### src/sv/mor_pkg.sv
// Shared types, codes and constants for the overlay relocator.
// Used by every module of the block; depends on nothing.
package mor_pkg;

   // Table geometry
   localparam int TABLE_DEPTH = 32;
   localparam int IDX_W = $clog2(TABLE_DEPTH);

   // Masks and fixed bits of the relocation arithmetic
   localparam logic [31:0] MASK_SKIP_BITS = 32'h0F00_0000;
   localparam logic [31:0] MASK_HI_HALF   = 32'hFFFF_0000;
   localparam logic [3:0]  JUMP_SEGMENT   = 4'h8;

   // Relocation kinds
   typedef enum logic [1:0] {
      FUNC_WORD32 = 2'd0,
      FUNC_JUMP26 = 2'd1,
      FUNC_HI16   = 2'd2,
      FUNC_LO16   = 2'd3
   } func_type;

   // Section codes
   typedef enum logic [1:0] {
      SECT_ABS    = 2'd0,
      SECT_TEXT   = 2'd1,
      SECT_DATA   = 2'd2,
      SECT_RODATA = 2'd3
   } section_type;

   // Register indexes
   typedef enum logic [1:0] {
      CSR_LOAD_BASE = 2'd0,
      CSR_LINK_BASE = 2'd1,
      CSR_TEXT_SIZE = 2'd2,
      CSR_DATA_SIZE = 2'd3
   } csr_index_type;

   // One relocation item as held in the input register
   typedef struct packed {
      func_type    func;
      section_type section;
      logic [23:0] offset;
      logic [31:0] word;
   } req_item_type;

   // One write result
   typedef struct packed {
      logic [31:0] write_addr;
      logic [31:0] write_data;
      logic        last;
   } result_type;

   // Values derived from the configuration registers
   typedef struct packed {
      logic [31:0] load_base;
      logic [31:0] data_base;
      logic [31:0] rodata_base;
      logic [31:0] delta;
   } cfg_type;

   // HI16 table fill
   typedef struct packed {
      logic             en;
      logic [IDX_W-1:0] idx;
      logic [31:0]      addr;
      logic [31:0]      word;
   } hi_wr_type;

   // Write seen by the table to keep current words equal to memory
   typedef struct packed {
      logic        en;
      logic [31:0] addr;
      logic [31:0] data;
   } track_type;

   // One table entry as read
   typedef struct packed {
      logic [31:0] tgt;
      logic [31:0] orig;
      logic [31:0] cur;
   } entry_type;

endpackage

### src/sv/mor_calc.sv
// Relocation arithmetic for the item in the input register: results, count, table fill.
// Depends on mor_pkg.
module mor_calc
   import mor_pkg::*;
(
   input  req_item_type     item,
   input  cfg_type          cfg,
   input  entry_type        entry,
   output logic [IDX_W-1:0] rd_idx,
   output logic [1:0]       need,
   output result_type       res0,
   output result_type       res1,
   output hi_wr_type        hi_wr
);

   logic [31:0] sect_base;
   logic [31:0] addr;
   logic [31:0] jump_tgt;
   logic [31:0] jump_new;
   logic [31:0] lo_ext;
   logic [31:0] lo_check;
   logic [31:0] lo_sum;
   logic [16:0] hi_carry;

   // Select the section base and form the target address
   always_comb begin
      case (item.section)
         SECT_ABS:    sect_base = '0;
         SECT_TEXT:   sect_base = cfg.load_base;
         SECT_DATA:   sect_base = cfg.data_base;
         SECT_RODATA: sect_base = cfg.rodata_base;
         default:     sect_base = '0;
      endcase
   end

   assign addr = sect_base + {8'd0, item.offset};

   // Jump target rebased within its segment
   assign jump_tgt = {JUMP_SEGMENT, item.word[25:0], 2'b00} + cfg.delta;

   // Hi/lo pair: validity on the current word, rebase on the original word
   assign lo_ext   = {{16{item.word[15]}}, item.word[15:0]};
   assign rd_idx   = item.word[25:21];
   assign lo_check = {entry.cur[15:0], 16'd0} + lo_ext;
   assign lo_sum   = {entry.orig[15:0], 16'd0} + lo_ext + cfg.delta;
   assign hi_carry = {1'b0, lo_sum[31:16]} + {16'd0, lo_sum[15]};

   always_comb begin
      need      = 2'd0;
      res0      = '0;
      res1      = '0;
      hi_wr     = '0;
      jump_new  = {item.word[31:26], jump_tgt[27:2]};
      case (item.func)
         FUNC_WORD32: begin
            if ((item.word & MASK_SKIP_BITS) == '0) begin
               need = 2'd1;
            end
            res0.write_addr = addr;
            res0.write_data = item.word + cfg.delta;
            res0.last       = 1'b1;
         end
         FUNC_JUMP26: begin
            need            = 2'd1;
            res0.write_addr = addr;
            res0.write_data = jump_new;
            res0.last       = 1'b1;
         end
         FUNC_HI16: begin
            hi_wr.en   = 1'b1;
            hi_wr.idx  = item.word[20:16];
            hi_wr.addr = addr;
            hi_wr.word = item.word;
         end
         FUNC_LO16: begin
            if ((lo_check & MASK_SKIP_BITS) == '0) begin
               need = 2'd2;
            end
            res0.write_addr = entry.tgt;
            res0.write_data = (entry.cur & MASK_HI_HALF) | {15'd0, hi_carry};
            res0.last       = 1'b0;
            res1.write_addr = addr;
            res1.write_data = {item.word[31:16], lo_sum[15:0]};
            res1.last       = 1'b1;
         end
         default: ;
      endcase
   end

endmodule

### config.mk
export PLATFORM = sky130hd
export DESIGN_NAME = mor_calc
export DESIGN_NICKNAME = d
export VERILOG_FILES = /design/src/sv/mor_pkg.sv /design/src/sv/mor_calc.sv
export SDC_FILE = /design/constraint.sdc
export NUM_CORES = 1
export LEC_CHECK = 0
export BUFFER_PORTS_ARGS = -buffer_cell sky130_fd_sc_hd__buf_4
export CAP_MARGIN = 40
export CORE_AREA = 2 2 193 195
export DETAILED_ROUTE_END_ITERATION = 8
export DIE_AREA = 0 0 195 197
export PLACE_DENSITY = 0.55
export RECOVER_POWER = 25
export SKIP_LAST_GASP = 1
export SYNTH_ARGS = -nofsm -noshare
export SYNTH_HDL_FRONTEND = slang
export SYNTH_SLANG_ARGS = --single-unit
### constraint.sdc
create_clock -name vclk -period 15
set_input_delay 3 -clock vclk [all_inputs]
set_output_delay 3 -clock vclk [all_outputs]
set_load 0.005 [all_outputs]
After elaboration in Yosys (flattened, before gate mapping) --
Index checks and enable logic that the tools add are counted.
Storage, ports and cells: input bits 284, register bits after elaboration 0, word-level logic and storage cells 25, output and inout bits 207
Cells by class: multiplexer cells 7, reduce and logical (&&, ||, !) cells 4, add/sub/neg operators 7, bitwise operators 1, equal/unequal tests 6
Operators with widths (number):
- $pmux 65 s3 | 1
- $pmux 32 s4 | 1
- $add 32x32->32 | 3
- $mux 70 | 1
- $mux 65 | 1
- $logic_not 32->1 | 2
- $add 28x28->28 | 2
- $add 32x24->32 | 1
- $or 32x17->32 | 1
- $add 16x1->17 | 1
- $eq 2x2->1 const B | 4
- $pmux 2 s3 | 1
- $eq 2x1->1 const B | 2
- $logic_not 2->1 | 2
- $mux 2 | 1
- $mux 1 | 1

Logic depth before layout (Yosys ltp) --
word-level depth 5, depth in mapped cells 16, mapped depth without buffers 15

Worst setup path before layout --
OpenSTA, ideal clock, no wires.
kind input to output, start point in item[56] in the netlist's numbering, end point out res0[64] in the netlist's numbering, buffers on the path 3, data arrival time 7.041 ns, setup slack 4.959 ns, required time 12.000 ns, stages 14, cells stage by stage clkbuf_1 -> clkbuf_1 -> clkbuf_1 -> mux2_2 -> a22o_1 -> ha_1 -> nand2_1 -> or4b_2 -> a211oi_1 -> o31ai_1 -> o31ai_1 -> a211oi_1 -> xor2_1 -> o21ai_0
RTL lines:
- start: declaration | line mor_calc.sv:6 | input req_item_type item,
- end: declaration | line mor_calc.sv:11 | output result_type res0,

==> summary.md <==
| Metric | Value |
|---|---|
| Global route overflow | `0` |
| Slew HR | `-115%` |
| Crit Path Class | `input port to output port` |
| IO Count | `491` |
| P_leak | `0.00645 µW` |
| GRT Resource Usage Total | `23.3%` |
| Synth top area share | `16.6%` |
| WHS | `6.28 ns` |
| Switching share of power | `55.8%` |
| Max FO, Critical Path | `37` |
| Most used cell, CP | `buf_4` |
| DRT antenna net count | `0` |
| Largest cells by area after synthesis | `ha_1, xnor2_1, fa_1` |
| Final Power | `708 µW` |
| Vias post-DR | `11.5k` |
| Power Density | `54.3 nW/µm²` |
| Avg Synthesized Cell Area | `6.94 µm²` |
| Pins Over Slew Limit | `219` |
| Initial Util | `25.3%` |
| Vias in the first global route | `11.5k` |
| CTS Hold Bufs | `0` |
| Final worst slack | `4.13 ns` |
| Finished Layout Cells | `2207` |
| Sequential share of power | `0%` |
| Synth Net Count | `1757` |
| Register area share after synthesis | `0%` |
| Max Cap Viol | `4` |
| CP max stage cell | `o31ai_1` |
| Fmax | `92.0 MHz` |
| Placed cell count | `2206` |
| Width of the chip | `195 µm` |
| Status | `finished with violations` |
| Share of layout cells above drive strength 1 | `30.2%` |
| Worst slew pin tran | `3.22 ns` |
| Tcrit/Tclk final | `72.5%` |
| Setup WS pre-CTS | `4.33 ns` |
| Register Area | `0 µm²` |
| Clock buffer count | `0` |
| Syn Inst Count | `1321` |
| P_int | `313 µW` |
| FILL cells | `3948` |
| GPL Wtd Cong | `0.949` |
| Final routed DRC violation total | `0` |
| Violated checks | `capacitance limit, slew limit` |
| Endpoint type of the worst setup path | `output port` |
| Die H | `197 µm` |
| Avg WL per Cell | `21.5 µm` |
| Initial antenna violation count | `3` |
| Largest net degree at the start of global routing | `69` |
| Setup Buffers After CTS | `0` |
| HPWL after DPL | `40900 µm` |
| Hold Violations, Final | `0` |
| Netlist Area Pre-Place | `9170 µm²` |
| Layout Nets | `2176` |
| CP startpoint | `item[56]` |
| Clock power frac | `0%` |
| Max VDD drop | `0.0202 mV` |
| CP Launch Type | `input port` |
| Hold WC Path Type | `input port to output port` |
| Sequential cells | `0` |
| DRT iter0 DRCs | `532` |
| Crit path to | `res0[62]` |
| TNS Setup | `0 ns` |
| Port Buffers | `471` |
| Rows | `70` |
| Commonest non-fill, non-tap cell in the layout | `buf_4` |
| Via density | `5.22` |
| Resized cells post-CTS | `0` |
| Synth Warn # | `0` |
| Critical path data arrival time | `7.87 ns` |
| RSZ-0062 raised after global routing | `no` |
| Switching pwr | `395 µW` |
| Synthesis-to-finish area growth | `42.2%` |
| Most frequent cells in the layout | `buf_4, nor2_1, ha_1` |
| Die ar. | `38400 µm²` |
| Startpoint of the worst hold path | `entry[91]` |
| Total wire length | `47500 µm` |
| Worst-path cell chain | `buf_4 -> nor2b_2 -> buf_4 -> a22o_1 -> ha_1 -> a21o_1 -> a21o_1 -> a21oi_1 -> o21ai_0 -> a211oi_1 -> o31ai_1 -> o31ai_1 -> a21oi_1 -> xnor2_1 -> o21ai_0 -> buf_4` |
| Core area | `36300 µm²` |
| Library cells used by synthesis | `75` |
| First-pass GRT wire length | `69100 µm` |
| Worst EP required | `12.00 ns` |
| # setup viols final | `0` |
| Comb pwr share | `100.0%` |
| Max incr delay on CP | `0.71 ns` |
| Post-layout min period | `10.87 ns` |
| DR pass1 iterations | `5` |
| Largest area contributor in the netlist | `ha_1` |
## power groups by stage
stage	Sequential, µW	Clock [µW]	Combinational (µW)
after floorplan	0	0	411
after global placement	0	0	701
after detailed placement	0	0	705
after CTS	0	0	709
after global routing	0	0.00000892	770
final	0	0.00000894	708
## area by class of cell
type / instances / area [µm²] / share of cell area, %
tap: 468 / 586 / 4.49
antenna: 1 / 2.50 / 0.0192
timing repair buffer: 477 / 3540 / 27.2
multi-input combinational: 1190 / 8640 / 66.3
inverter: 71 / 267 / 2.04
## worst min-delay path by stage
stage,cells past startpoint,slack [ns],to
global placement,2,6.23,rd_idx[2]
CTS,2,6.23,rd_idx[2]
finish,4,6.28,res0[60]
detailed placement,2,6.23,rd_idx[2]
floorplan,1,6.08,rd_idx[0]
global route,4,6.30,res0[24]
## cell usage after synthesis (33+ instances only)
library cell / n
xor2_1: 40
and3_1: 53
nor2_1: 158
a21o_1: 50
a21oi_1: 99
inv_1: 69
clkbuf_1: 41
ha_1: 122
nand2_1: 105
a22o_1: 34
xnor2_1: 75
o21ai_0: 90
mux2_2: 33
## per-layer routing
layer | up-vias | GRT usage (%) | wire [µm]
met5 | - | 0 | 13
met4 | 2 | 5.94 | 1560
met3 | 50 | 2.53 | 2510
met2 | 392 | 45.2 | 24700
met1 | 5436 | 26.9 | 18700
li1 | 5646 | - | -
## cells by family after synthesis
family          share of synthesized area, %
compound gates                          29.9
xor+xnor                                11.2
fa+ha+maj                               23.2
buf+inv                                 5.84
mux                                     4.71
simple gates                            25.2
## metrics by stage
stage	instance area, µm²	utilization (%)
2_1_floorplan	9170	-
3_3_place_gp	13100	36.0
3_5_place_dp	13100	36.1
4_1_cts	13100	36.1
5_1_grt	13000	36.0
6_report	13000	36.0
## critical path, delay by kind of cell
family / cells / cell delay, ns
AOI/OAI and AO/OA: 10 / 3.02
buffers and inverters: 3 / 0.97
xor gates and xnor gates: 1 / 0.34
adders and majority gates: 1 / 0.25
and+or+nand+nor: 1 / 0.23
Note: power is estimated with default switching activity, not from simulation.
