<file path="src/sv/mor_pkg.sv">
// Shared types, codes and constants for the overlay relocator.
// Used by every module of the block; depends on nothing.
package mor_pkg;

   // Table geometry
   localparam int TABLE_DEPTH = 32;
   localparam int IDX_W = $clog2(TABLE_DEPTH);

   // Masks and fixed bits of the relocation arithmetic
   localparam logic [31:0] MASK_SKIP_BITS = 32'h0F00_0000;
   localparam logic [31:0] MASK_HI_HALF   = 32'hFFFF_0000;
   localparam logic [3:0]  JUMP_SEGMENT   = 4'h8;

   // Relocation kinds
   typedef enum logic [1:0] {
      FUNC_WORD32 = 2'd0,
      FUNC_JUMP26 = 2'd1,
      FUNC_HI16   = 2'd2,
      FUNC_LO16   = 2'd3
   } func_type;

   // Section codes
   typedef enum logic [1:0] {
      SECT_ABS    = 2'd0,
      SECT_TEXT   = 2'd1,
      SECT_DATA   = 2'd2,
      SECT_RODATA = 2'd3
   } section_type;

   // Register indexes
   typedef enum logic [1:0] {
      CSR_LOAD_BASE = 2'd0,
      CSR_LINK_BASE = 2'd1,
      CSR_TEXT_SIZE = 2'd2,
      CSR_DATA_SIZE = 2'd3
   } csr_index_type;

   // One relocation item as held in the input register
   typedef struct packed {
      func_type    func;
      section_type section;
      logic [23:0] offset;
      logic [31:0] word;
   } req_item_type;

   // One write result
   typedef struct packed {
      logic [31:0] write_addr;
      logic [31:0] write_data;
      logic        last;
   } result_type;

   // Values derived from the configuration registers
   typedef struct packed {
      logic [31:0] load_base;
      logic [31:0] data_base;
      logic [31:0] rodata_base;
      logic [31:0] delta;
   } cfg_type;

   // HI16 table fill
   typedef struct packed {
      logic             en;
      logic [IDX_W-1:0] idx;
      logic [31:0]      addr;
      logic [31:0]      word;
   } hi_wr_type;

   // Write seen by the table to keep current words equal to memory
   typedef struct packed {
      logic        en;
      logic [31:0] addr;
      logic [31:0] data;
   } track_type;

   // One table entry as read
   typedef struct packed {
      logic [31:0] tgt;
      logic [31:0] orig;
      logic [31:0] cur;
   } entry_type;

endpackage

</file>
<file path="src/sv/mor_outq.sv">
// Two-entry result queue that takes up to two results at once and hands out one a cycle when popped.
// Depends on mor_pkg.
module mor_outq
   import mor_pkg::*;
(
   input  logic       clock,
   input  logic       reset,
   input  logic [1:0] push_cnt,
   input  result_type push0,
   input  result_type push1,
   input  logic       pop,
   output logic       head_valid,
   output result_type head,
   output logic [1:0] free
);

   result_type slot0_ff, slot0_in;
   result_type slot1_ff, slot1_in;
   logic [1:0] count_ff, count_in;
   result_type rem0;
   logic [1:0] rem_cnt;

   // Drop the head on pop, then append new results behind what remains
   always_comb begin
      rem0    = slot0_ff;
      rem_cnt = count_ff;
      if (pop) begin
         rem0    = slot1_ff;
         rem_cnt = count_ff - 2'd1;
      end
      slot0_in = rem0;
      slot1_in = slot1_ff;
      case (push_cnt)
         2'd1: begin
            if (rem_cnt == 2'd0) begin
               slot0_in = push0;
            end else begin
               slot1_in = push0;
            end
         end
         2'd2: begin
            slot0_in = push0;
            slot1_in = push1;
         end
         default: ;
      endcase
      count_in = rem_cnt + push_cnt;
   end

   always_ff @(posedge clock) begin
      if (reset) begin
         count_ff <= '0;
      end else begin
         count_ff <= count_in;
      end
   end

   always_ff @(posedge clock) begin
      slot0_ff <= slot0_in;
      slot1_ff <= slot1_in;
   end

   assign head_valid = (count_ff != 2'd0);
   assign head       = slot0_ff;
   assign free       = (2'd2 - count_ff) + {1'b0, pop};

endmodule

</file>
<file path="config.mk">
export PLATFORM = sky130hd
export DESIGN_NAME = mor_outq
export DESIGN_NICKNAME = d
export VERILOG_FILES = /design/src/sv/mor_pkg.sv /design/src/sv/mor_outq.sv
export SDC_FILE = /design/constraint.sdc
export NUM_CORES = 1
export LEC_CHECK = 0
export BUFFER_PORTS_ARGS = -buffer_cell sky130_fd_sc_hd__buf_2
export CAP_MARGIN = 15
export CORE_MARGIN = 2
export CORE_UTILIZATION = 34
export CTS_BUF_LIST = sky130_fd_sc_hd__clkbuf_16
export DETAILED_ROUTE_END_ITERATION = 10
export PLACE_DENSITY = 0.55
export SETUP_SLACK_MARGIN = 0.05
export SYNTH_ARGS = -nofsm -noshare
export SYNTH_HDL_FRONTEND = slang
export SYNTH_SLANG_ARGS = --single-unit
</file>
<file path="constraint.sdc">
create_clock -name clock -period 11.4 [get_ports clock]
set_clock_uncertainty 0.15 [all_clocks]
set_input_delay 0.57 -clock clock [delete_from_list [all_inputs] [get_ports clock]]
set_output_delay 0.57 -clock clock [all_outputs]
set_load 0.03 [all_outputs]
</file>
=== Word-level counts from Yosys, hierarchy flattened ===
Index checks and enable logic that the tools add are counted.

* Word-level logic and storage cells: 24
* Bits of input ports: 135
* Flip-flop bits (word level): 132
* Output and inout bits: 68

* Mux-type cells: 6
* Reduce and logical (&&, ||, !) cells: 4
* $add $sub $neg: 4
* Equality and inequality tests: 3

{| class="wikitable"
|+ Operators with widths
! kind !! count
|-
| case mux 65 bit (2 select lines) || 2
|-
| two-way mux 65 bit || 3
|-
| nonzero test 2 bit || 2
|-
| adder 2 x 1 -> 2 bit || 1
|-
| adder 2 bit || 1
|-
| equality test 2 x 1 -> 1 bit (second input constant) || 1
|-
| equality test 2 bit (second input constant) || 1
|-
| zero test 2 bit || 1
|-
| two-way mux 2 bit || 1
|-
| inequality test 2 bit (second input constant) || 1
|-
| AND reduction 2 bit || 1
|-
| subtractor 2 x 1 -> 2 bit (second input constant) || 1
|-
| subtractor 2 bit (first input constant) || 1
|}

=== Logic depth before layout (Yosys ltp) ===
* Word-level depth: 5
* Depth in mapped cells: 10
* Gate-level depth less buffers: 7

=== Least setup slack after synthesis ===
No wires, ideal clock.

* Path kind: in2reg
* Start: input port pop
* End: register slot1_ff[0] (netlist name) (enable)
* Buffers on the path: 3
* Required time: 10.761 ns
* Path slack: 6.484 ns
* Arrival: 4.277 ns
* Stages: 8
* Path through: buf_2 > buf_4 > buf_2 > inv_1 > ha_1 > nand2_1 > a21oi_1 > nor2_1

* Longest elaborated chain between the ends: 4

{| class="wikitable"
|+ RTL lines
! what !! RTL line !! source
|-
| start: declaration || mor_outq.sv:11 || <nowiki>input logic pop,</nowiki>
|-
| two-way mux 2 bit || mor_outq.sv:27 || <nowiki>if (pop) begin</nowiki>
|-
| zero test 2 bit || mor_outq.sv:35 || <nowiki>if (rem_cnt == 2'd0) begin</nowiki>
|-
| inequality test 2 bit (no source line) || - ||
|-
| AND reduction 2 bit (no source line) || - ||
|-
| end signal: assignment || mor_outq.sv:60 || <nowiki>slot1_ff <= slot1_in;</nowiki>
|-
| end: declaration || mor_outq.sv:18 || <nowiki>result_type slot1_ff, slot1_in;</nowiki>
|}

Every way passes these cells.
A chain may end at the register's enable or synchronous reset.

=== Worst setup path after layout ===
* Start: input port pop
* End: register slot1_ff[7] (netlist name) (enable)

Same word-level chain as after synthesis.

==> impl_metrics.py <==
metrics = {
    "power": {
        "p_leak_uw": 0.00308,
        "power_density_nw_per_um2": 194,
        "peakVddDrop_uv": 99.7,
        "fin_total_pwr_uw": 1450,
    },
    "grt": {
        "antenna_found_initial": 1,
        "grt_max_degree": 71,
        "grt_pass1_vias": 4473,
        "grt_overflow": 0,
        "grt_pass1_wl_mm": 23.2,
        "groute.usage.overall_pct": 16.5,
    },
    "timing": {
        "final_hold_viol_count": 0,
        "slew_violations": 0,
        "setup_viol": 0,
        "finalCritPeriodShare_pct": 29.7,
        "rsz0062_at_grt": "no",
        "relSlewSlack_pct": 34.1,
        "worstMarginPinSlew_ns": 0.989,
        "post-route-min-period_ns": 3.38,
        "tns_ns": 0,
        "fmax_mhz": 296,
    },
    "yosys": {
        "synth_fp_nets": 532,
        "synth_top_area_share_pct": 33.5,
        "syn_inst": 392,
        "ys_top_cells_by_area": "edfxtp_1 33%, mux2_2 25%, dfxtp_1 23%",
        "synth_top_family_by_area": "multiplexers",
        "synthSimpleGateAreaFrac_pct": 1.24,
        "synth_fa_ha_area_share_pct": 1.07,
        "synth_seq_area_share_pct": 56.4,
        "synth_compound_area_share_pct": 11.5,
        "synth_area_um2": 5830,
        "yosys-mux-area-fraction_pct": 25.1,
        "ys_warn_count": 0,
        "synth_xor_area_share_pct": 0.300,
        "synth_cell_types": 22,
        "yosys.area.top_type": "edfxtp_1",
        "syn_avg_cell_area_um2": 14.9,
        "synth_seq_cells": 132,
    },
    "cts": {
        "cts_num_sinks": 132,
        "cts_tree": "yes",
        "cts_setup_buffers": 0,
        "ctsHoldBuffers": 0,
        "clk_path_buf_depth": 2,
        "clk_latency_ns": 0.41,
        "numCtsBuffers": 17,
        "h-tree-depth": 4,
        "path_clk_slew_ns": 0.05,
        "cts_resized": 0,
        "root_buffer": "clkbuf_16",
    },
    "min_path": {
        "hold_path_end": "count_ff[0]",
        "worstHoldPathCells": 2,
        "min-delay-start": "reset",
        "hold_path_class": "in2reg",
    },
    "layout": {
        "final_net_count": 721,
        "area_delta_synth_final_pct": 28.5,
        "drive_above_1_share_pct": 62.1,
        "final_util_pct": 44.9,
        "nFillCells": 1577,
        "mostFrequentLayoutCell": "buf_2",
        "multi_input_area_um2": 2310,
        "regArea_um2": 3290,
        "most-common-layout-cells": "202 x buf_2, 130 x mux2_2, 67 x dfxtp_1, 65 x a32o_1, 65 x edfxtp_1",
    },
    "critical_path": {
        "r2r_slack_ns": 8.70,
        "critPathMaxFanout": 70,
        "worstPathArrival_ns": 3.27,
        "cp_data_required_time_ns": 11.29,
        "path_cells": "buf_2 > buf_4 > inv_1 > ha_1 > nand2_1 > a21oi_1 > nor2_4 > buf_4",
        "slowest_stage": "buf_4",
        "critPathTopFamily": "buffers and inverters",
        "r2r_cells": 6,
        "critPathMostFrequentCell": "buf_4",
        "cp-start-kind": "primary input",
        "r2r_end": "slot1_ff[7]",
        "cp_num_buf_inv": 4,
        "end_kind": "flip-flop",
        "reg2reg_from": "count_ff[1]",
        "crit_type": "in2reg",
        "critPathMaxStageDelay_ns": 0.69,
    },
    "route": {
        "drt_first_pass_iters": 4,
        "via_count": 4165,
        "routed_wirelength_mm": 14.9,
        "ant_nets": 0,
        "drc": 0,
        "vias_per_cell": 5.11,
        "drt_first_iter_violations": 243,
        "drt-wirelength-per-cell_um": 18.3,
    },
    "floorplan": {
        "die_w_um": 135,
        "ioPinCount": 203,
        "rows": 47,
        "coreArea_um2": 16700,
        "initial_utilization_pct": 34.9,
        "die-area_um2": 18200,
        "die_h_um": 135,
    },
    "job": {
        "timing.max_cap.violations": 0,
    },
    "place": {
        "io_buffer_count": 202,
        "dp_hpwl_mm": 9.41,
        "finalWeightedCongestion": 0.735,
    },
    "status": {
        "outcome": "finished, final reports clean",
    },
}
[final cells by class]
cell class	count	share of cell area (%)
sequential	132	43.9
inverter	7	0.350
timing repair buffer	206	13.9
tap	220	3.67
antenna	1	0.0334
clock inverter	15	1.60
clock buffer	17	5.67
multi-input combinational	217	30.9
[layer usage]
metal  vias to the layer above  global-route usage [%]  share of wire [%]
li1                       1953                       -                  -
met1                      2019                    21.8                 45
met2                       180                    25.5                 45
met3                        13                    5.78                8.1
met4                         0                    5.09                1.1
met5                         -                       0                  0
[worst max path at each step]
stage / startpoint / end / depth (start not counted)
2_1_floorplan: pop / slot1_ff[0] / 8
3_3_place_gp: pop / slot1_ff[1] / 8
3_5_place_dp: pop / slot1_ff[1] / 8
4_1_cts: pop / slot1_ff[3] / 8
5_1_grt: pop / slot1_ff[7] / 8
6_report: pop / slot1_ff[7] / 8
[Yosys cell counts]
cell type  instances
xnor2_1            1
buf_2              6
buf_4              1
dfxtp_1           67
or4_4              1
ha_1               5
buf_6             11
nand3_1            1
nor2b_1            3
edfxtp_1          65
nor3b_1            1
o41ai_1            1
nor2_1             1
mux2_2           130
a32o_1            65
or2_2              2
clkbuf_1          18
inv_1              7
xor2_1             1
nand2b_1           1
nand2_1            2
a21oi_1            2
[metrics by stage]
step | hold slack, ns | worst slack, ns | instances | area, um2
after CTS | 0.190 | 8.02 | 814 | 7490
after global placement | 0.445 | 7.59 | 782 | 6950
final | 0.208 | 8.02 | 815 | 7500
after floorplan | 0.432 | 6.48 | 392 | 5830
after global routing | 0.197 | 7.82 | 814 | 7490
after detailed placement | 0.450 | 7.58 | 782 | 6950
[worst reg2reg max path, cell delays in order (launching register included)]
cell and delay, ns:
dfxtp_1 0.38, inv_1 0.06, ha_1 0.29, nand2_1 0.13, a21oi_1 0.13, nor2_4 0.55
buf_4 0.62
[cell families (layout without fill, tap and decap cells)]
logic type	after synthesis	count (layout)
flip-flops	132	132
multiplexers	130	130
AO/OA/AOI/OAI	68	68
buffers and inverters	43	245
AND/OR/NAND/NOR	12	12
adder cells (fa/ha/maj)	5	5
XOR/XNOR	2	2
other	0	1
[report_power, final]
part	switching (uW)	internal (uW)	total [uW]
clock network	202	296	498
registers	30.8	577	608
logic	207	139	346
total	440	1010	1450
[registers in the layout, summed over array words and instances, names as in the netlist]
signal / flops
count_ff: 2
head: 65
slot1_ff: 65
Power figures use the tool's default switching activity.
