==> config.mk <==
export PLATFORM = sky130hd
export DESIGN_NAME = mor_cfg
export DESIGN_NICKNAME = d
export VERILOG_FILES = /design/src/sv/mor_pkg.sv /design/src/sv/mor_cfg.sv
export SDC_FILE = /design/constraint.sdc
export NUM_CORES = 1
export LEC_CHECK = 0
export ABC_CLOCK_PERIOD_IN_PS = 20800
export BUFFER_PORTS_ARGS = -buffer_cell sky130_fd_sc_hd__buf_2
export CAP_MARGIN = 20
export CORE_ASPECT_RATIO = 1.5
export CORE_MARGIN = 2
export CORE_UTILIZATION = 58
export DETAILED_ROUTE_END_ITERATION = 10
export HOLD_SLACK_MARGIN = 0.08
export PLACE_DENSITY = 0.88
export RECOVER_POWER = 25
export SYNTH_ARGS = -nofsm -noshare
export SYNTH_HDL_FRONTEND = slang
export SYNTH_SLANG_ARGS = --single-unit
==> constraint.sdc <==
create_clock -name clock -period 20.8 [get_ports clock]
set_input_delay 3.12 -clock clock [delete_from_list [all_inputs] [get_ports clock]]
set_output_delay 3.12 -clock clock [all_outputs]
set_load 0.03 [all_outputs]
==> src/sv/mor_pkg.sv <==
// Shared types, codes and constants for the overlay relocator.
// Used by every module of the block; depends on nothing.
package mor_pkg;

   // Table geometry
   localparam int TABLE_DEPTH = 32;
   localparam int IDX_W = $clog2(TABLE_DEPTH);

   // Masks and fixed bits of the relocation arithmetic
   localparam logic [31:0] MASK_SKIP_BITS = 32'h0F00_0000;
   localparam logic [31:0] MASK_HI_HALF   = 32'hFFFF_0000;
   localparam logic [3:0]  JUMP_SEGMENT   = 4'h8;

   // Relocation kinds
   typedef enum logic [1:0] {
      FUNC_WORD32 = 2'd0,
      FUNC_JUMP26 = 2'd1,
      FUNC_HI16   = 2'd2,
      FUNC_LO16   = 2'd3
   } func_type;

   // Section codes
   typedef enum logic [1:0] {
      SECT_ABS    = 2'd0,
      SECT_TEXT   = 2'd1,
      SECT_DATA   = 2'd2,
      SECT_RODATA = 2'd3
   } section_type;

   // Register indexes
   typedef enum logic [1:0] {
      CSR_LOAD_BASE = 2'd0,
      CSR_LINK_BASE = 2'd1,
      CSR_TEXT_SIZE = 2'd2,
      CSR_DATA_SIZE = 2'd3
   } csr_index_type;

   // One relocation item as held in the input register
   typedef struct packed {
      func_type    func;
      section_type section;
      logic [23:0] offset;
      logic [31:0] word;
   } req_item_type;

   // One write result
   typedef struct packed {
      logic [31:0] write_addr;
      logic [31:0] write_data;
      logic        last;
   } result_type;

   // Values derived from the configuration registers
   typedef struct packed {
      logic [31:0] load_base;
      logic [31:0] data_base;
      logic [31:0] rodata_base;
      logic [31:0] delta;
   } cfg_type;

   // HI16 table fill
   typedef struct packed {
      logic             en;
      logic [IDX_W-1:0] idx;
      logic [31:0]      addr;
      logic [31:0]      word;
   } hi_wr_type;

   // Write seen by the table to keep current words equal to memory
   typedef struct packed {
      logic        en;
      logic [31:0] addr;
      logic [31:0] data;
   } track_type;

   // One table entry as read
   typedef struct packed {
      logic [31:0] tgt;
      logic [31:0] orig;
      logic [31:0] cur;
   } entry_type;

endpackage

==> src/sv/mor_cfg.sv <==
// Configuration registers and the section bases and rebase delta derived from them.
// Depends on mor_pkg.
module mor_cfg
   import mor_pkg::*;
(
   input  logic        clock,
   input  logic        reset,
   input  logic        csr_we,
   input  logic [1:0]  csr_index,
   input  logic [31:0] csr_wdata,
   output cfg_type     cfg
);

   logic [31:0] load_ff, load_in;
   logic [31:0] link_ff, link_in;
   logic [23:0] text_ff, text_in;
   logic [23:0] data_ff, data_in;
   cfg_type     cfg_ff, cfg_in;

   // Decode the register write
   always_comb begin
      load_in = load_ff;
      link_in = link_ff;
      text_in = text_ff;
      data_in = data_ff;
      if (csr_we) begin
         case (csr_index_type'(csr_index))
            CSR_LOAD_BASE: load_in = csr_wdata;
            CSR_LINK_BASE: link_in = csr_wdata;
            CSR_TEXT_SIZE: text_in = csr_wdata[23:0];
            CSR_DATA_SIZE: data_in = csr_wdata[23:0];
            default: ;
         endcase
      end
   end

   // Derive bases from the next register values so they track the write edge
   always_comb begin
      cfg_in.load_base   = load_in;
      cfg_in.data_base   = load_in + {8'd0, text_in};
      cfg_in.rodata_base = cfg_in.data_base + {8'd0, data_in};
      cfg_in.delta       = load_in - link_in;
   end

   always_ff @(posedge clock) begin
      if (reset) begin
         load_ff <= '0;
         link_ff <= '0;
         text_ff <= '0;
         data_ff <= '0;
         cfg_ff  <= '0;
      end else begin
         load_ff <= load_in;
         link_ff <= link_in;
         text_ff <= text_in;
         data_ff <= data_in;
         cfg_ff  <= cfg_in;
      end
   end

   assign cfg = cfg_ff;

endmodule

== After elaboration in Yosys (flattened, before gate mapping) ==
Index checks and enable logic that the tools add are counted.

* Add/sub/neg operators: 3
* Multipliers: 0
* Div/mod/pow operators: 0
* Magnitude comparators: 0
* Equal/unequal tests: 3
* Shifts and indexed selects: 0
* Multiplexer cells: 8
* Bitwise logic cells: 0
* Reductions and logical operators: 1

{| class="wikitable"
|+ Operators by type and width
! cell !! count
|-
| $mux W32 || 4
|-
| $mux W24 || 4
|-
| $add A32 B24 Y32 || 2
|-
| $sub A32 B32 Y32 || 1
|-
| $eq A2 B2 Y1 const B || 2
|-
| $eq A2 B1 Y1 const B || 1
|-
| $logic_not A2 Y1 || 1
|}

* Flip-flop bits (word level): 208
* Bits in latches: 0
* Memory bits (writable): 0
* Memory bits (read-only): 0
* Bits of input ports: 37
* Output and inout bits: 128
* Word-level logic and storage cells: 22
* Memories kept: 0

== Depth between registers and ports, before layout ==
* Depth after elaboration: 5
* Depth in mapped cells: 30
* Depth with buffers taken out: 26

== Worst setup path after synthesis ==
Ideal clock, no wire load.

* Kind: input port to flip-flop
* Start point: in csr_index[0]
* End point: reg cfg_ff, in the netlist cfg[62]
* Library setup time: 0.123 ns
* Arrival time: 8.749 ns
* Data required time: 20.677 ns
* Path slack: 11.928 ns
* Stages on the path: 28
* Path buffers: 4
* Path through: buf_2 -> nor3b_1 -> buf_4 -> buf_1 -> clkbuf_1 -> mux2i_1 -> inv_1 -> ha_1 -> inv_1 -> fa_1 -> nor2b_1 -> o2111ai_1 -> and3_1 -> nor4b_4 -> o22ai_1 -> nor2_1 -> o21a_1 -> nor2_1 -> xnor2_1 -> ha_1 -> a21o_1 -> a21o_1 -> a21o_1 -> a21o_1 -> a31o_2 -> o31ai_1 -> nor3_2 -> mux2_1

{| class="wikitable"
|+ RTL lines
! item !! line !! text
|-
| from (decl) || mor_cfg.sv:9 || <nowiki>input logic [1:0] csr_index,</nowiki>
|-
| to (signal assigned) || mor_cfg.sv:57 || <nowiki>cfg_ff <= cfg_in;</nowiki>
|-
| to (decl) || mor_cfg.sv:18 || <nowiki>cfg_type cfg_ff, cfg_in;</nowiki>
|}

==> flow_metrics.env <==
export IMPL_status="finished, violations left"
export IMPL_violations="max-capacitance violations, max-slew violations"
export IMPL_final_nets=1471
export IMPL_syn_inst=1213
export IMPL_drive_above_1_share_pct=15.47
export IMPL_overflow=0
export IMPL_first_global_vias=9355
export IMPL_ys_async_sr_fraction_pct=0
export IMPL_yosys_area_top_type="dfxtp_1"
export IMPL_place_congestion=0.9566
export IMPL_drv_slew=26
export IMPL_worstHoldPathType="flip-flop to flip-flop"
export IMPL_ys_warnings_count=0
export IMPL_synthTopCellsByArea="dfxtp_1, ha_1, mux2_2"
export IMPL_ant_nets=0
export IMPL_post_cts_resized=0
export IMPL_hp_start="link_ff[26]"
export IMPL_routed_wirelength_mm=28.66
export IMPL_hold_slack_ns=0.4990
export IMPL_worst_slew_pin_slew_ns=1.657
export IMPL_chipWidth_um=117.4
export IMPL_cts_tree="built"
export IMPL_critPathCaptureType="flip-flop"
export IMPL_cts_setup_buffers=0
export IMPL_ys_flop_type="dfxtp_1"
export IMPL_clk_latency_ns=0.51
export IMPL_synth_area_um2=11180
export IMPL_crit_type="input port to flip-flop"
export IMPL_p_per_area_nw_per_um2=86.50
export IMPL_clk_pin_slew_ns=0.06
export IMPL_grt_pass1_wl_mm=45.14
export IMPL_rows=62
export IMPL_timing_rr_start="cfg[97]"
export IMPL_irDropWorstVdd_mv=0.07995
export IMPL_holdPathStages=2
export IMPL_layout_setup_ws_ns=11.51
export IMPL_fin_crit_ns=9.292
export IMPL_portBuffers=164
export IMPL_cpPeakStageDelay_ns=0.59
export IMPL_setup_viol=0
export IMPL_area_growth_pct=14.54
export IMPL_min_to="link_ff[26]"
export IMPL_fp_dieH_um=174.1
export IMPL_power_leakage_nw=5.793
export IMPL_dieArea_um2=20430
export IMPL_cts_hold_buffers=0
export IMPL_crit_path_frequent_cell="o21ai_0"
export IMPL_fmax_ghz=0.1076
export IMPL_ioPinCount=165
export IMPL_vias=9432
export IMPL_critPathLaunchType="input port"
export IMPL_skew_ns=0.01576
export IMPL_diodes=0
export IMPL_start_util_pct=58.84
export IMPL_dp_hpwl_mm=20.84
export IMPL_fin_tns_setup_ns=0
export IMPL_htree_levels=1
export IMPL_core_um2=19010
export IMPL_synth_seq_cells=208
export IMPL_maxCapViolCount=1
export IMPL_clockRootBuffer="clkbuf_16"
export IMPL_cp_data_required_time_ns=21.15
export IMPL_clock_sinks=208
export IMPL_reg2regPathDepth=22
export IMPL_cts_buffers=21
export IMPL_antenna_found_initial=0
export IMPL_synth_top_area_share_pct=37.23
export IMPL_finalCritPeriodShare_pct=44.67
export IMPL_rrSetupSlack_ns=14.84
export IMPL_dr_pass1_iters=5
export IMPL_synth_distinct_cells=74
export IMPL_critPathSlowestCell="o41ai_1"
export IMPL_drt_initial_drc_count=604
export IMPL_finalHoldViolations=0
export IMPL_clockBufferDepth=3
export IMPL_drc_errors=0
export IMPL_synth_nets=1328
export IMPL_worst_r2r_endpoint="cfg[61]"
export IMPL_grt_use_total_pct=26.72
export IMPL_worstPathArrival_ns=9.64
export IMPL_syn_area_per_cell_um2=9.219
export IMPL_rsz0062_at_grt="no"
export IMPL_drt_vias_per_instance=5.801
export IMPL_slew_headroom_pct=-10.48
export IMPL_dpl_worst_slack_ns=10.99
export IMPL_synth_edf_count=0
export IMPL_grt_max_degree=109
export IMPL_seq_area_frac_synth_pct=37.23
export IMPL_cp_max_fo=37
export IMPL_num_fill_cells=1483
export IMPL_wl_per_cell_um=17.63
-- Yosys cell counts (all sizes together) (4+ instances only) --
cell type,count
buf,16
mux2i,45
nand3,17
a221oi,4
a211oi,13
nor2b,109
nand2,52
nor3b,4
or3,6
o31ai,4
xnor2,49
nor3,19
o21bai,10
o21a,12
o22ai,4
and3,9
mux2,69
o21ai,39
o31a,4
inv,36
a21oi,77
xor2,32
ha,75
nor2,143
and2,8
nand2b,10
clkbuf,33
a31oi,10
nor4,6
o211ai,6
dfxtp,208
a21o,39
-- flip-flops by register name (all words and copies together), names as in the netlist --
register  flops
text_ff      24
cfg         128
data_ff      24
link_ff      32
-- layout by cell type (no fill, tap or decap), types with 4 or more instances in the layout --
| master | instances |
|---|---|
| a211oi_1 | 12 |
| a21o_1 | 39 |
| a21oi_1 | 75 |
| a221oi_1 | 4 |
| a31oi_1 | 10 |
| and2_1 | 8 |
| and3_1 | 9 |
| buf_2 | 89 |
| clkbuf_1 | 78 |
| clkbuf_16 | 21 |
| clkbuf_8 | 5 |
| dfxtp_1 | 208 |
| ha_1 | 75 |
| inv_1 | 36 |
| mux2_1 | 11 |
| mux2_2 | 58 |
| mux2i_1 | 43 |
| nand2_1 | 52 |
| nand2b_1 | 10 |
| nand3_1 | 17 |
| nor2_1 | 143 |
| nor2b_1 | 108 |
| nor3_1 | 17 |
| nor4_1 | 5 |
| o211ai_1 | 5 |
| o21a_1 | 12 |
| o21ai_0 | 36 |
| o21bai_1 | 10 |
| o22ai_1 | 4 |
| o31a_1 | 4 |
| or3_1 | 5 |
| xnor2_1 | 46 |
| xor2_1 | 32 |
-- area by class of cell --
type,count,area [µm²],share of cell area [%]
repair buffers,169,788.3,6.154
inverters,36,135.1,1.055
clock buffers,29,605.6,4.727
flip-flops and latches,208,4164,32.51
multi-input cells,920,6669,52.06
well taps,256,320.3,2.500
clock inverters,8,127.6,0.9963
-- stage by stage --
step | std cells | power, W | area [µm²] | util [%]
6_report | 1626 | 0.001108 | 12810 | 67.40
5_1_grt | 1626 | 0.001151 | 12810 | 67.40
4_1_cts | 1625 | 0.001114 | 12880 | 67.76
3_5_place_dp | 1588 | 0.0007192 | 12150 | 63.90
3_3_place_gp | 1588 | 0.0007139 | 12150 | 63.90
2_1_floorplan | 1213 | 0.0006498 | 11180 | -
-- power by group --
| group | internal, W | total [W] | leakage [nW] | switching [W] |
|---|---|---|---|---|
| Sequential | 0.000429 | 0.000439 | 1.70 | 0.00000987 |
| Combinational | 0.0000950 | 0.000272 | 3.74 | 0.000177 |
| Clock | 0.000241 | 0.000397 | 0.354 | 0.000156 |
-- worst max-delay path, delay by kind of cell --
family / cells / cell delay (ns)
fa+ha+maj: 2 / 0.75
mux: 1 / 0.47
compound gates: 11 / 2.86
simple gates: 6 / 1.16
xor+xnor: 2 / 0.35
buf+inv: 3 / 0.93
-- layer usage --
metal	track usage [%]	wire length, µm	up-vias
li1	-	-	4512
met1	28.23	10770	4457
met2	51.83	15090	345
met3	2.953	1267	118
met4	13.25	1529	0
met5	0	0	-
-- worst max path at each step --
stage | endpoint | depth (start not counted) | slack, ns | from
finish | cfg[61] | 25 | 11.51 | csr_index[0]
floorplan | cfg[62] | 28 | 11.93 | csr_index[0]
CTS | cfg[61] | 27 | 11.32 | csr_index[0]
global placement | cfg[61] | 27 | 11.16 | csr_index[0]
global route | cfg[61] | 25 | 10.97 | csr_index[0]
detailed placement | cfg[61] | 27 | 10.99 | csr_index[0]
-- cell families after synthesis --
logic type               synth area share (%)
AND/OR/NAND/NOR                         18.15
AO/OA/AOI/OAI                           14.49
flip-flops                              37.23
multiplexers                            11.20
buffers and inverters                   3.189
XOR/XNOR                                6.545
adder cells (fa/ha/maj)                 9.197
No activity file was read; power rests on OpenSTA's default activity.
